$ cat config.mk
export PLATFORM = sky130hd
export DESIGN_NAME = frch_back
export DESIGN_NICKNAME = d
export VERILOG_FILES = /design/src/rtl/frch_pkg.sv /design/src/rtl/frch_back.sv
export VERILOG_INCLUDE_DIRS = /design/src /design/src/rtl
export SDC_FILE = /design/constraint.sdc
export NUM_CORES = 1
export LEC_CHECK = 0
export ABC_AREA = 1
export BUFFER_PORTS_ARGS = -buffer_cell sky130_fd_sc_hd__buf_2
export CELL_PAD_IN_SITES_DETAIL_PLACEMENT = 1
export CELL_PAD_IN_SITES_GLOBAL_PLACEMENT = 1
export CORE_AREA = 5 5 101 103
export DETAILED_ROUTE_END_ITERATION = 10
export DIE_AREA = 0 0 106 108
export GPL_ROUTABILITY_DRIVEN = 1
export MAX_ROUTING_LAYER = met4
export PLACE_DENSITY = 0.86
export RECOVER_POWER = 100
export SYNTH_ARGS = -nofsm -noshare
export SYNTH_HDL_FRONTEND = slang
export SYNTH_SLANG_ARGS = --single-unit
export TNS_END_PERCENT = 5
$ cat constraint.sdc
create_clock -name clk -period 7.6 [get_ports clk]
set_clock_uncertainty 0.1 [all_clocks]
set_input_delay 1.52 -clock clk [delete_from_list [all_inputs] [get_ports clk]]
set_output_delay 1.52 -clock clk [all_outputs]
set_load 0.02 [all_outputs]
$ cat src/rtl/fragment_reassembly_command_handler_defines.svh
// Assertion macros shared by the front, job queue and back end RTL files.
`ifndef FRAGMENT_REASSEMBLY_COMMAND_HANDLER_DEFINES_SVH
`define FRAGMENT_REASSEMBLY_COMMAND_HANDLER_DEFINES_SVH

`ifndef SYNTHESIS
`define FRCH_ASSERT(label, clk, rst_n, prop) \
    label: assert property (@(posedge clk) disable iff (!rst_n) prop) \
        else $error("frch assertion failed");
`define FRCH_NEVER(label, clk, rst_n, cond) \
    `FRCH_ASSERT(label, clk, rst_n, !(cond))
`else
`define FRCH_ASSERT(label, clk, rst_n, prop)
`define FRCH_NEVER(label, clk, rst_n, cond)
`endif

`endif

$ cat src/rtl/frch_pkg.sv
package frch_pkg;

    typedef enum logic [1:0] {
        PH_READY     = 2'd0,
        PH_RECEIVING = 2'd1,
        PH_RECEIVED  = 2'd2
    } phase_t;

    typedef logic [1:0] func_t;
    localparam func_t FN_BYTE    = 2'd0;
    localparam func_t FN_EMPTY   = 2'd1;
    localparam func_t FN_RELEASE = 2'd2;
    localparam func_t FN_READ    = 2'd3;

    localparam logic [7:0] OP_QUERY      = 8'h03;
    localparam logic [7:0] OP_RESET      = 8'h02;
    localparam logic [7:0] OP_START      = 8'h06;
    localparam logic [7:0] OP_CONTINUE   = 8'h07;
    localparam logic [7:0] QUERY_VERSION = 8'h01;

    typedef logic [2:0] status_t;
    localparam status_t ST_OK      = 3'd0;
    localparam status_t ST_BUSY    = 3'd1;
    localparam status_t ST_BAD     = 3'd2;
    localparam status_t ST_OVERRUN = 3'd3;
    localparam status_t ST_MISSING = 3'd4;

    typedef logic [1:0] kind_t;
    localparam kind_t KIND_RESP  = 2'd0;
    localparam kind_t KIND_EVENT = 2'd1;
    localparam kind_t KIND_READ  = 2'd2;

    localparam logic CFG_MODEL  = 1'b0;
    localparam logic CFG_SERIAL = 1'b1;

    typedef enum logic [1:0] {
        JOB_READ,
        JOB_EMPTY,
        JOB_QUERY,
        JOB_RESP
    } job_kind_t;

    // One classified request handed from front to back
    typedef struct packed {
        job_kind_t   kind;
        logic [7:0]  data;       // command byte, or store byte for a read
        status_t     status;
        logic        evt_flag;   // completion event precedes the response
        logic [15:0] len_a;      // event length, or fill offset for a query
        logic [15:0] len_b;      // expected length for a query
    } job_t;

    localparam int QDEPTH = 4;
    localparam int QAW    = 2;
    localparam int QCW    = 3;

    function automatic logic [7:0] status_byte(input status_t st);
        logic [7:0] b;
        unique case (st)
            ST_OK:      b = 8'h00;
            ST_BUSY:    b = 8'h91;
            ST_BAD:     b = 8'h82;
            ST_OVERRUN: b = 8'h84;
            ST_MISSING: b = 8'h85;
            default:    b = 8'h00;
        endcase
        return b;
    endfunction

endpackage

$ cat src/rtl/frch_back.sv
`include "fragment_reassembly_command_handler_defines.svh"

module frch_back (
    input  logic              clk,
    input  logic              rst_n,
    input  logic              job_valid,
    input  frch_pkg::job_t    job,
    output logic              job_pop,
    input  logic [31:0]       model_number,
    input  logic [31:0]       serial_number,
    input  logic              pop,
    output logic              empty,
    output logic [1:0]        out_kind,
    output logic [7:0]        out_byte,
    output logic              out_last,
    output logic [15:0]       message_length,
    output logic [2:0]        status_code
);
    import frch_pkg::*;

    logic [3:0]  step_reg, step_next;
    logic        out_valid_reg, out_valid_next;
    kind_t       out_kind_reg;
    logic [7:0]  out_byte_reg;
    logic        out_last_reg;
    logic [15:0] out_len_reg;
    status_t     out_st_reg;

    logic [4:0]  nres;
    logic        last_step;
    logic        load;
    logic [1:0]  rstep;
    logic [7:0]  qbyte;
    kind_t       r_kind;
    logic [7:0]  r_byte;
    logic        r_last;
    logic [15:0] r_len;
    status_t     r_st;

    always_comb
    begin
        case (job.kind)
            JOB_QUERY: nres = 5'd16;
            JOB_RESP:  nres = job.evt_flag ? 5'd3 : 5'd2;
            default:   nres = 5'd1;
        endcase
        last_step = ({1'b0, step_reg} == nres - 5'd1);
        load      = job_valid && (!out_valid_reg || pop);
        job_pop   = load && last_step;
    end

    // query report byte for the current step
    always_comb
    begin
        unique case (step_reg)
            4'd0:    qbyte = status_byte(ST_OK);
            4'd1:    qbyte = job.data;
            4'd2:    qbyte = OP_QUERY;
            4'd3:    qbyte = QUERY_VERSION;
            4'd4:    qbyte = job.len_a[15:8];
            4'd5:    qbyte = job.len_a[7:0];
            4'd6:    qbyte = job.len_b[15:8];
            4'd7:    qbyte = job.len_b[7:0];
            4'd8:    qbyte = model_number[31:24];
            4'd9:    qbyte = model_number[23:16];
            4'd10:   qbyte = model_number[15:8];
            4'd11:   qbyte = model_number[7:0];
            4'd12:   qbyte = serial_number[31:24];
            4'd13:   qbyte = serial_number[23:16];
            4'd14:   qbyte = serial_number[15:8];
            4'd15:   qbyte = serial_number[7:0];
            default: qbyte = 8'h00;
        endcase
    end

    // expand the job into its result for this step
    always_comb
    begin
        rstep  = job.evt_flag ? step_reg[1:0] : step_reg[1:0] + 2'd1;
        r_kind = KIND_RESP;
        r_byte = 8'h00;
        r_last = 1'b0;
        r_len  = 16'd0;
        r_st   = ST_OK;
        case (job.kind)
            JOB_READ:
            begin
                r_kind = KIND_READ;
                r_byte = job.data;
            end
            JOB_EMPTY:
            begin
                r_byte = status_byte(ST_OVERRUN);
                r_last = 1'b1;
                r_st   = ST_OVERRUN;
            end
            JOB_QUERY:
            begin
                r_byte = qbyte;
                r_last = (step_reg == 4'd15);
            end
            default:
            begin
                if (rstep == 2'd0)
                begin
                    r_kind = KIND_EVENT;
                    r_len  = job.len_a;
                end
                else if (rstep == 2'd1)
                begin
                    r_byte = status_byte(job.status);
                    r_st   = job.status;
                end
                else
                begin
                    r_byte = job.data;
                    r_last = 1'b1;
                    r_st   = job.status;
                end
            end
        endcase
    end

    always_comb
    begin
        step_next      = step_reg;
        out_valid_next = out_valid_reg;
        if (load)
        begin
            step_next      = last_step ? 4'd0 : step_reg + 4'd1;
            out_valid_next = 1'b1;
        end
        else if (pop)
        begin
            out_valid_next = 1'b0;
        end
    end

    always_ff @(posedge clk or negedge rst_n)
    begin
        if (!rst_n)
        begin
            step_reg      <= 4'd0;
            out_valid_reg <= 1'b0;
        end
        else
        begin
            step_reg      <= step_next;
            out_valid_reg <= out_valid_next;
        end
    end

    always_ff @(posedge clk)
    begin
        if (load)
        begin
            out_kind_reg <= r_kind;
            out_byte_reg <= r_byte;
            out_last_reg <= r_last;
            out_len_reg  <= r_len;
            out_st_reg   <= r_st;
        end
    end

    assign empty          = !out_valid_reg;
    assign out_kind       = out_kind_reg;
    assign out_byte       = out_byte_reg;
    assign out_last       = out_last_reg;
    assign message_length = out_len_reg;
    assign status_code    = out_st_reg;

    `FRCH_ASSERT(a_step_bound, clk, rst_n, job_valid |-> ({1'b0, step_reg} < nres))

endmodule

==> impl_results.md <==
* Async set or reset register ratio after synthesis at 14.3%
* Synth warn at 0
* RSZ-0062 raised after global routing: no
* Post-Place Cell Area at 3710 um2
* Initial DRC count at 200
* Final worst slack at 2.83 ns
* Post-CTS Setup Repair Bufs at 0
* Kind of end point of the critical path: primary output
* Syn Inst Count at 453
* CTS H-tree depth at 2
* Slowest stage cell, crit path: a21oi_4
* Number of remaining DRC errors at 0
* Vias in the first global route at 3711
* Max Freq at 210 MHz
* Sequential area share after synthesis at 34.8%
* Share of the synthesized area in the top cell type at 30.6%
* Share of cells above drive strength 1 at 21.7%
* DR vias at 3522
* Sequential Power Share at 30.0%
* Power Internal at 0.000483 W
* Largest register FFs at 16
* Total power at 0.000966 W
* Antenna violations before repair at 0
* Final Setup Violations at 0
* IO Port Bufs at 145
* Die ar. at 11400 um2
* Placeable Area at 9110 um2
* Clk sinks at 35
* CTS tree: built
* Combinational fraction of design power at 51.5%
* DR pass1 iterations at 4
* Average size of a mapped cell at 6.51 um2
* Hold_buf cts at 0
* Crit path buf inv count at 4
* Setup TNS Final at 0 ns
* Leading area contributor after synthesis: edfxtp_1
* Status: complete, no violations
* Hold Slack at 0.506 ns
* Final Cell Area at 3750 um2
* Slew margin rel. at 22.9%
* TritonCTS Buffers at 5
* Crit start category: input port
* Worst-margin pin slew at 1.15 ns
* Crit path kind: in2out
* Worst vdd ir at 0.0971 mV
* Dpl hpwl at 9.84 mm
* Final Max Slew Viols at 0
* WL final at 12.2 mm
* NumNets Final at 706
* CP cell instances: clkbuf_1 > inv_1 > a21oi_4 > nand3_1 > inv_1 > clkbuf_1
* GPL Wtd Cong at 0.886
* Mapped Nets at 571
* Post-synth EDFFs at 30
* Final-layout fill cell count at 1255
* Synth area leaders: edfxtp_1, nand2_1, nor2_1, inv_1, nand4_1
* Ys flop type: edfxtp_1
* CP max FO at 34
* Net switching power figure at 0.000484 W
* Net Sw Frac at 50.1%
* Antenna diode count at 0
* IO Pins at 146
* Pin count of the biggest net entering global routing at 35
* PwrDens at 258 nW/um2
* CP required at 5.98 ns
* Fin crit share at 62.8%
* Synth Cell Area at 2950 um2
* Detailed-route wire length per cell at 17.4 um
* Area Overhead vs Synth at 27.2%
* Die width at 106 um
* GRT Resource Usage Total at 21.5%
* Delay-heaviest family, CP: compound AO/OA/AOI/OAI gates
* Global-route wire length before repair at 18.9 mm
* Number of synthesized register bits at 35
* Final Hold Fails at 0
* Arr. time, crit path at 3.15 ns
* DP Worst Slack at 2.91 ns
* Final ANT Viol Nets at 0
* PostCTS Resize Cnt at 0
* Vert. Die Dim at 108 um
* Starting density of the core at 32.4%
* Std-Cell Rows at 35
* Clk pin slew, worst setup/hold paths at 0.09 ns
* P_leak at 2.00 nW
* Minimum clock period at 4.77 ns
* Max-capacitance violation count at 0
* Clock Path Buffers at 2
* Grt total ovfl at 0
* HP Class: reg2reg
* Root Buffer: clkbuf_8
* Via density at 5.03
* Clk_lat worst skew at 0.30 ns
* CP max stage delay at 0.89 ns
* Clock group share of total power at 18.4%
* Synth unique cells at 27
cell usage after synthesis, types with 5 or more instances:
library cell    n
nor2_1         79
dfrtp_1         5
buf_2           6
nand2_1       124
inv_1          70
nand4_1        39
buf_4           5
o21ai_0         8
edfxtp_1       30
nand3_1        45
cell usage in the layout (no fill, tap or decap), types with 3 or more instances in the layout:
cell      synthesis  layout
clkbuf_1          2      36
nand3_1          45      45
inv_1            70      72
nand4_1          39      39
nor2_1           79      83
buf_2             6     109
o21ai_0           8       8
a21oi_1           4       3
dfrtp_1           5       5
edfxtp_1         30      30
ha_1              4       4
nand2_1         124     125
clkbuf_8          0       5
nor3_1            4       4
stage by stage:
step | utilization [%] | instances
after global routing | 41.2 | 700
after global placement | 40.7 | 692
after detailed placement | 40.7 | 692
after floorplan | - | 453
after CTS | 41.9 | 700
final | 41.2 | 700
tightest hold or removal path: stages (launching register included):
cell and delay [ns]:
dfrtp_1 0.42, inv_1 0.08, o21ai_0 0.07
power groups by stage:
stage / Clock [W] / Combinational, W / Sequential (W)
after floorplan: 0 / 0.000380 / 0.000276
after global placement: 0 / 0.000497 / 0.000289
after detailed placement: 0 / 0.000507 / 0.000294
after CTS: 0.000181 / 0.000510 / 0.000289
after global routing: 0.000189 / 0.000557 / 0.000295
final: 0.000178 / 0.000498 / 0.000290
worst paths after layout:
kind | startpoint | end | slack (ns) | cells past startpoint
hold / removal | out_valid_reg$_DFFE_PN0P_ | out_valid_reg$_DFFE_PN0P_ | 0.51 | 2
max in group asynchronous | rst_n | step_reg[3]$_DFFE_PN0P_ | 6.18 | 1
hold reg to reg | out_valid_reg$_DFFE_PN0P_ | out_valid_reg$_DFFE_PN0P_ | 0.51 | 2
setup reg to reg | step_reg[1]$_DFFE_PN0P_ | out_byte[4]$_DFFE_PP_ | 5.02 | 10
setup / recovery | pop | job_pop | 2.83 | 6
min in group asynchronous | rst_n | out_valid_reg$_DFFE_PN0P_ | 0.98 | 1
per-layer routing:
layer  part of all wire, %  vias up  global-route usage [%]
met1                    42     1654                    25.9
met3                   6.0       16                    3.10
met2                    50      131                    38.3
li1                      -     1721                       -
met4                   1.8        0                    5.09
met5                     0        -                       -
final cells by class:
type	instances	area, um2	share of cell area [%]
multi-input combinational	326	1510	40.1
sequential	35	1030	27.4
timing repair buffer	146	688	18.3
inverter	74	280	7.47
tap	111	139	3.70
clock buffer	5	68.8	1.83
clock inverter	3	43.8	1.17
kinds of logic after synthesis:
logic type	Yosys count	share of synthesized area (%)
adders and majority gates	4	1.70
DFF	35	34.8
AOI/OAI and AO/OA	15	2.97
and+or+nand+nor	305	46.2
buffers and inverters	92	13.8
xor gates and xnor gates	2	0.594
Note: power is estimated with default switching activity, not from simulation.
