<file path="config.mk">
export PLATFORM = sky130hd
export DESIGN_NAME = frch_jobq
export DESIGN_NICKNAME = d
export VERILOG_FILES = /design/src/rtl/frch_pkg.sv /design/src/rtl/frch_jobq.sv
export VERILOG_INCLUDE_DIRS = /design/src /design/src/rtl
export SDC_FILE = /design/constraint.sdc
export NUM_CORES = 1
export LEC_CHECK = 0
export BUFFER_PORTS_ARGS = -buffer_cell sky130_fd_sc_hd__buf_2
export CAP_MARGIN = 0
export CORE_MARGIN = 8
export CORE_UTILIZATION = 55
export CTS_BUF_LIST = sky130_fd_sc_hd__clkbuf_16
export CTS_CLUSTER_DIAMETER = 80
export DETAILED_ROUTE_END_ITERATION = 8
export PLACE_DENSITY = 0.88
export SLEW_MARGIN = 25
export SYNTH_ARGS = -nofsm -noshare
export SYNTH_HDL_FRONTEND = slang
export SYNTH_SLANG_ARGS = --single-unit
</file>
<file path="constraint.sdc">
create_clock -name clk -period 2.8 [get_ports clk]
set_clock_uncertainty 0.1 [all_clocks]
set_input_delay 0.28 -clock clk [delete_from_list [all_inputs] [get_ports clk]]
set_output_delay 0.28 -clock clk [all_outputs]
set_load 0.05 [all_outputs]
</file>
<file path="src/rtl/fragment_reassembly_command_handler_defines.svh">
// Assertion macros shared by the front, job queue and back end RTL files.
`ifndef FRAGMENT_REASSEMBLY_COMMAND_HANDLER_DEFINES_SVH
`define FRAGMENT_REASSEMBLY_COMMAND_HANDLER_DEFINES_SVH

`ifndef SYNTHESIS
`define FRCH_ASSERT(label, clk, rst_n, prop) \
    label: assert property (@(posedge clk) disable iff (!rst_n) prop) \
        else $error("frch assertion failed");
`define FRCH_NEVER(label, clk, rst_n, cond) \
    `FRCH_ASSERT(label, clk, rst_n, !(cond))
`else
`define FRCH_ASSERT(label, clk, rst_n, prop)
`define FRCH_NEVER(label, clk, rst_n, cond)
`endif

`endif

</file>
<file path="src/rtl/frch_pkg.sv">
package frch_pkg;

    typedef enum logic [1:0] {
        PH_READY     = 2'd0,
        PH_RECEIVING = 2'd1,
        PH_RECEIVED  = 2'd2
    } phase_t;

    typedef logic [1:0] func_t;
    localparam func_t FN_BYTE    = 2'd0;
    localparam func_t FN_EMPTY   = 2'd1;
    localparam func_t FN_RELEASE = 2'd2;
    localparam func_t FN_READ    = 2'd3;

    localparam logic [7:0] OP_QUERY      = 8'h03;
    localparam logic [7:0] OP_RESET      = 8'h02;
    localparam logic [7:0] OP_START      = 8'h06;
    localparam logic [7:0] OP_CONTINUE   = 8'h07;
    localparam logic [7:0] QUERY_VERSION = 8'h01;

    typedef logic [2:0] status_t;
    localparam status_t ST_OK      = 3'd0;
    localparam status_t ST_BUSY    = 3'd1;
    localparam status_t ST_BAD     = 3'd2;
    localparam status_t ST_OVERRUN = 3'd3;
    localparam status_t ST_MISSING = 3'd4;

    typedef logic [1:0] kind_t;
    localparam kind_t KIND_RESP  = 2'd0;
    localparam kind_t KIND_EVENT = 2'd1;
    localparam kind_t KIND_READ  = 2'd2;

    localparam logic CFG_MODEL  = 1'b0;
    localparam logic CFG_SERIAL = 1'b1;

    typedef enum logic [1:0] {
        JOB_READ,
        JOB_EMPTY,
        JOB_QUERY,
        JOB_RESP
    } job_kind_t;

    // One classified request handed from front to back
    typedef struct packed {
        job_kind_t   kind;
        logic [7:0]  data;       // command byte, or store byte for a read
        status_t     status;
        logic        evt_flag;   // completion event precedes the response
        logic [15:0] len_a;      // event length, or fill offset for a query
        logic [15:0] len_b;      // expected length for a query
    } job_t;

    localparam int QDEPTH = 4;
    localparam int QAW    = 2;
    localparam int QCW    = 3;

    function automatic logic [7:0] status_byte(input status_t st);
        logic [7:0] b;
        unique case (st)
            ST_OK:      b = 8'h00;
            ST_BUSY:    b = 8'h91;
            ST_BAD:     b = 8'h82;
            ST_OVERRUN: b = 8'h84;
            ST_MISSING: b = 8'h85;
            default:    b = 8'h00;
        endcase
        return b;
    endfunction

endpackage

</file>
<file path="src/rtl/frch_jobq.sv">
`include "fragment_reassembly_command_handler_defines.svh"

module frch_jobq (
    input  logic                        clk,
    input  logic                        rst_n,
    input  logic                        push,
    input  frch_pkg::job_t              din,
    input  logic                        pop,
    output logic                        valid,
    output frch_pkg::job_t              dout,
    output logic [frch_pkg::QCW-1:0]    count
);
    import frch_pkg::*;

    job_t             q_mem [QDEPTH];
    logic [QAW-1:0]   head_reg, head_next;
    logic [QAW-1:0]   tail_reg, tail_next;
    logic [QCW-1:0]   count_reg, count_next;

    always_comb
    begin
        head_next  = pop  ? head_reg + QAW'(1) : head_reg;
        tail_next  = push ? tail_reg + QAW'(1) : tail_reg;
        count_next = count_reg + QCW'(push) - QCW'(pop);
    end

    always_ff @(posedge clk or negedge rst_n)
    begin
        if (!rst_n)
        begin
            head_reg  <= '0;
            tail_reg  <= '0;
            count_reg <= '0;
        end
        else
        begin
            head_reg  <= head_next;
            tail_reg  <= tail_next;
            count_reg <= count_next;
        end
    end

    always_ff @(posedge clk)
    begin
        if (push)
        begin
            q_mem[tail_reg] <= din;
        end
    end

    assign dout  = q_mem[head_reg];
    assign valid = (count_reg != '0);
    assign count = count_reg;

    `FRCH_NEVER(a_q_overflow, clk, rst_n, push && !pop && (count_reg == QCW'(QDEPTH)))
    `FRCH_NEVER(a_q_underflow, clk, rst_n, pop && (count_reg == '0))

endmodule

</file>
==> flow_summary.ini, run 1 <==
[global_route]
grt_max_degree = 32
grt_pass1_vias = 3700
grt_remaining_overflow = 0
antenna_found_initial = 0
grt_pass1_wl_microns = 20100
grt_use_total = 0.167

[worst_setup_path]
critPathLaunchType = flip-flop
path_class = reg2out
path_cells = buf_4 > mux4_2 > buf_2
critPathRequiredTime_ns = 2.42
critPathMaxStageDelay_ns = 0.65
cp_top_family = flip-flops
worst-path-max-fanout = 17
path_buf_inv = 2
critPathCaptureType = output port
critPathSlowestCell = dfrtp_4
arrival_ns = 2.18

[power_and_ir_drop]
ir_drop_mv = 0.709
p_leak_nw = 3.12
power_density_nw_per_um2 = 1170

[cts]
cts_inserted_buffers = 17
cts.clk_slew.worst_paths_ns = 0.07
cts.htree.levels = 4
cts.path.max_buffers = 2
cts_tree = built
cts-root-buf = clkbuf_16
clock_sinks = 191
clock_latency_ns = 0.43

[synthesis]
syn_area_per_cell_sq_um = 25.7
synth_edf_count = 184
netlist_instances = 273
synthesis.area_sq_um = 7010
synth.yosys.warnings = 0
netlist.area_leader.share = 0.788
ys.flop_type = edfxtp_1
yosysMostFrequentCell = edfxtp_1
synth_seq_cells = 191
synth_top_area_cell = edfxtp_1
syn_nets = 330
synthArstFlopShare = 0.0366
synthTopCellsByCount = edfxtp_1 (184), mux4_2 (46), dfrtp_1 (7)
synthTopCellsByArea = edfxtp_1 (79%), mux4_2 (15%), dfrtp_1 (2.5%), ha_1 (1.1%), buf_6 (0.48%)
synth.distinct_cells = 16
ys_seq_area_frac = 0.813

[detailed_routing]
via_count = 3299
first_iter_violations = 179
wl_per_cell_microns = 20.9
wl_met2_microns = 6950
wl_met1_microns = 5260
post_drt_via_cell_ratio = 5.30
first_pass_iters = 4
dr_wl_met3_microns = 621
drt_wl_total_microns = 13000
drc_errors = 0
dr.max_layer_used = met4
detail-route-antenna-nets = 0

[timing]
rsz0062_at_grt = no
drv_slew = 0
finalHoldViolCount = 0
fin_tns_setup_ns = 0
relSlewSlack = 0.668
max_freq_ghz = 0.391
setup_viol = 0
worst_slew_pin_slew_ns = 0.498
layout_min_cycle_time_ns = 2.56
fin_crit_sh = 0.913

[placed_design]
dp_cells = 543
numPortBuffers = 99
hpwl_microns = 8050
routabilityCongestion = 0.675

[finish]
diodes = 0
stdcell_count = 623
drive_above_1_share = 0.421
largest_reg_flops = 184
area.growth.synth_to_final_pct = 26.6
final_nets = 495

[die]
dieArea_sq_um = 16600
die_y_microns = 129
die_x_microns = 129
fp-row-count = 41
io_pins = 100
core-area_sq_um = 12500
start_util = 0.560

[run]
maxCapViolCount = 0

[hold_path]
hp-class = in2reg

[status]
outcome = finished, final reports clean
layout make-up:
class                   count  area, sq um
flip-flops and latches    191         5710
fillers                   780         3630
multi-input cells          66         1220
repair buffers            156         1120
clock buffers              17          425
well taps                 172          215
clock inverters            15          171
inverters                   6         22.5
where the power goes:
part	leakage [nW]	internal (mW)	switching, mW	total, mW
Clock	0.280	1.40	1.01	2.40
Sequential	1.77	3.75	0.278	4.03
Combinational	1.07	1.27	2.68	3.94
Total	3.12	6.41	3.96	10.4
layout by cell type, fill, tap and decap left out, types with 2 or more instances in the layout:
master and instances:
mux4_2 46, dlygate4sd3_1 48, edfxtp_1 184, clkinvlp_4 5, ha_1 6, bufinv_16 3, inv_1 7, clkinv_4 2
buf_4 3, buf_12 6, buf_2 99, clkbuf_16 17, and2_2 4, clkinv_2 2, xor2_1 3, xnor2_1 2
dfrtp_1 5, nand2_1 2
layer usage:
layer  track usage  up-vias
li1              -     1485
met1         0.189     1717
met2         0.295       87
met3        0.0488       10
met4        0.0622        0
met5             0        -
stage by stage:
stage	cell area (sq um)	setup WS (ns)	util	power, mW	hold slack, ns
floorplan	7010	0.569	-	7.08	-0.116
CTS	8880	0.181	0.710	10.5	0.0235
global placement	7800	0.674	0.624	7.95	0.0171
global route	8880	0.132	0.710	10.8	0.0443
finish	8880	0.244	0.710	10.4	0.0386
detailed placement	7800	0.643	0.624	8.05	0.0252
what timing repair did:
item	in CTS	in global routing
buffers inserted	0	0
gates resized for setup	0	0
hold buffers	48	0
endpoints found under the hold margin	192	0
path summary, 6_finish.rpt:
kind,startpoint,depth (start not counted),slack (ns),to
hold reg to reg,tail_reg[0]$_DFFE_PN0P_,1,0.44,tail_reg[0]$_DFFE_PN0P_
hold / removal,push,2,0.04,tail_reg[0]$_DFFE_PN0P_
max in group asynchronous,rst_n,2,2.29,head_reg[0]$_DFFE_PN0P_
setup reg to reg,tail_reg[0]$_DFFE_PN0P_,4,0.93,q_mem[0][2]$_DFFE_PP_
setup / recovery,head_reg[0]$_DFFE_PN0P_,3,0.24,dout[10]
min in group asynchronous,rst_n,2,0.13,count[1]$_DFF_PN0_
logic make-up after synthesis:
kind of cell / share of synthesized area
flops: 0.813
mux: 0.148
buf+inv: 0.0136
fa+ha+maj: 0.0136
simple gates: 0.00553
xor+xnor: 0.00624
compound gates: 0.000713
No activity file was read; power rests on OpenSTA's default activity.
==> run 2, diff against run 1 <==
Settings changed: ABC_AREA set to 1, PLACE_DENSITY 0.88 to 0.87.
==> run 2 against run 1 <==
Core utilization shrank 3.1 points. Hold slack gained 0.0039 ns. Design area grew 11%. Sequential share of layout area shrank 6.4 points. Maximum frequency grew 10%. Sequential power shrank 3%. Routed wire length grew 26%. Largest power group is now combinational logic.
==> flow_summary.ini, run 2 <==
[detailed_routing]
drc_errors = 0
via_count = 5434
detail-route-antenna-nets = 0
first_pass_iters = 5
drt_wl_total_microns = 16400
first_iter_violations = 425
wl_per_cell_microns = 14.8
post_drt_via_cell_ratio = 4.90

[cts]
cts_tree = built
cts.clk_slew.worst_paths_ns = 0.06
cts_inserted_buffers = 17
clock_latency_ns = 0.42
cts-root-buf = clkbuf_16
cts_setup_buffers = 0
cts.htree.levels = 4
clock_sinks = 191
cts.path.max_buffers = 2

[synthesis]
syn_area_per_cell_sq_um = 10.6
yosysMostFrequentCell = nand2_1
netlist.area_leader.share = 0.677
synth.yosys.warnings = 0
synth_edf_count = 184
synth.distinct_cells = 14
synthTopCellsByCount = nand2_1 (241), inv_1 (197), edfxtp_1 (184)
synthArstFlopShare = 0.0366
netlist_instances = 767
ys.flop_type = edfxtp_1
synth_seq_cells = 191
synthesis.area_sq_um = 8160
synth_top_area_cell = edfxtp_1
ys_seq_area_frac = 0.698
syn_nets = 824
synthTopCellsByArea = edfxtp_1 (68%), nand2_1 (11%), inv_1 (9.1%), nand3_1 (5.8%), dfrtp_1 (2.1%)

[finish]
final_core_util = 0.678
drive_above_1_share = 0.157
largest_reg_flops = 184
final_cell_mix = nand2_1 (241), inv_1 (193), edfxtp_1 (184)
fillers = 1009
final_common_cell = nand2_1
stdcell_area_sq_um = 9860
stdcell_count = 1110
area.growth.synth_to_final_pct = 20.7
final_nets = 969

[die]
fp-row-count = 44
dieArea_sq_um = 19000
die_y_microns = 138
start_util = 0.562
die_x_microns = 138
core-area_sq_um = 14500
io_pins = 100

[timing]
setup_viol = 0
drv_slew = 0
rsz0062_at_grt = no
finalHoldViolCount = 0
worst_slew_pin_slew_ns = 0.587
fin_crit_sh = 0.829
layout_min_cycle_time_ns = 2.32
hold_slack_ns = 0.0425
max_freq_ghz = 0.431
setup_ws_ns = 0.480
relSlewSlack = 0.609
fin_tns_setup_ns = 0

[power_and_ir_drop]
p_sw_mw = 5.08
p_total_mw = 11.3
power_density_nw_per_um2 = 1150
netSwitchingFraction = 0.450
ir_drop_mv = 0.846
internal_power_mw = 6.22
seq_power_share = 0.344
clockPowerShare = 0.198
p_leak_nw = 4.64
power_frac_comb = 0.458

[placed_design]
hpwl_microns = 9940
postPlaceCellArea_sq_um = 8820
place_ws_ns = 0.917
numPortBuffers = 99
dp_cells = 1029
routabilityCongestion = 0.721

[worst_setup_path]
worst-path-max-fanout = 54
critPathCaptureType = output port
critPathLaunchType = flip-flop
critPathRequiredTime_ns = 2.42
arrival_ns = 1.94
path_class = reg2out

[global_route]
use_met1 = 0.198
grt_remaining_overflow = 0
use_met2 = 0.314
grt_pass1_vias = 5438
antenna_found_initial = 0
top_usage_layer = met2
grt_max_degree = 55
grtUsageMet3 = 0.0507
grt_pass1_wl_microns = 25600
grt_use_total = 0.180

[run]
maxCapViolCount = 0

[hold_path]
hp-class = in2reg

[status]
outcome = finished, final reports clean
## run 2: cell type report
cell class / instances / area (sq um) / area share
diodes: 1 / 2.50 / 0.000254
clock buffers: 17 / 425 / 0.0432
clock inverters: 15 / 128 / 0.0129
inverters: 198 / 743 / 0.0754
multi-input cells: 346 / 1500 / 0.152
flip-flops and latches: 191 / 5710 / 0.579
well taps: 184 / 230 / 0.0234
repair buffers: 158 / 1120 / 0.114
## run 2: power groups by stage
stage	registers, mW	clock network, mW	logic, mW
after global placement	3.92	0	5.04
after detailed placement	3.95	0	5.15
after floorplan	4.00	0	3.91
after CTS	3.89	2.27	5.23
final	3.89	2.23	5.17
after global routing	3.93	2.39	5.58
## run 2: path summary, 6_finish.rpt
| path | from | end | slack (ns) | cells after the start |
|---|---|---|---|---|
| max | head_reg[0]$_DFFE_PN0P_ | dout[16] | 0.48 | 6 |
| min | push | tail_reg[0]$_DFFE_PN0P_ | 0.04 | 2 |
| max reg2reg | tail_reg[0]$_DFFE_PN0P_ | q_mem[2][14]$_DFFE_PP_ | 1.01 | 5 |
| min reg2reg | tail_reg[0]$_DFFE_PN0P_ | tail_reg[0]$_DFFE_PN0P_ | 0.43 | 1 |
| max in group asynchronous | rst_n | head_reg[0]$_DFFE_PN0P_ | 2.25 | 2 |
| min in group asynchronous | rst_n | count[1]$_DFF_PN0_ | 0.15 | 2 |
## run 2: per-layer routing
metal / vias up / part of all wire
met3: 32 / 0.070
li1: 2665 / -
met5: - / 0
met2: 200 / 0.52
met4: 0 / 0.022
met1: 2537 / 0.39
## run 2: worst max-delay path, stage by stage, from the launching register on
cell and delay (ns):
dfrtp_4 0.48, inv_2 0.06, buf_4 0.43, nand2_1 0.13, nand3_1 0.10, nand2_1 0.07
buf_2 0.21
## run 2: repair_timing
item / in CTS / in global routing
hold endpoints to repair: 192 / 0
resized for setup: 0 / 0
hold buffers: 48 / 0
endpoints found under the setup margin: 0 / 0
## run 2: logic make-up after synthesis
| kind of cell | synth area share |
|---|---|
| AOI/OAI and AO/OA | 0.000612 |
| xor gates and xnor gates | 0.00322 |
| adders and majority gates | 0.0116 |
| buffers and inverters | 0.118 |
| DFF | 0.698 |
| and+or+nand+nor | 0.168 |
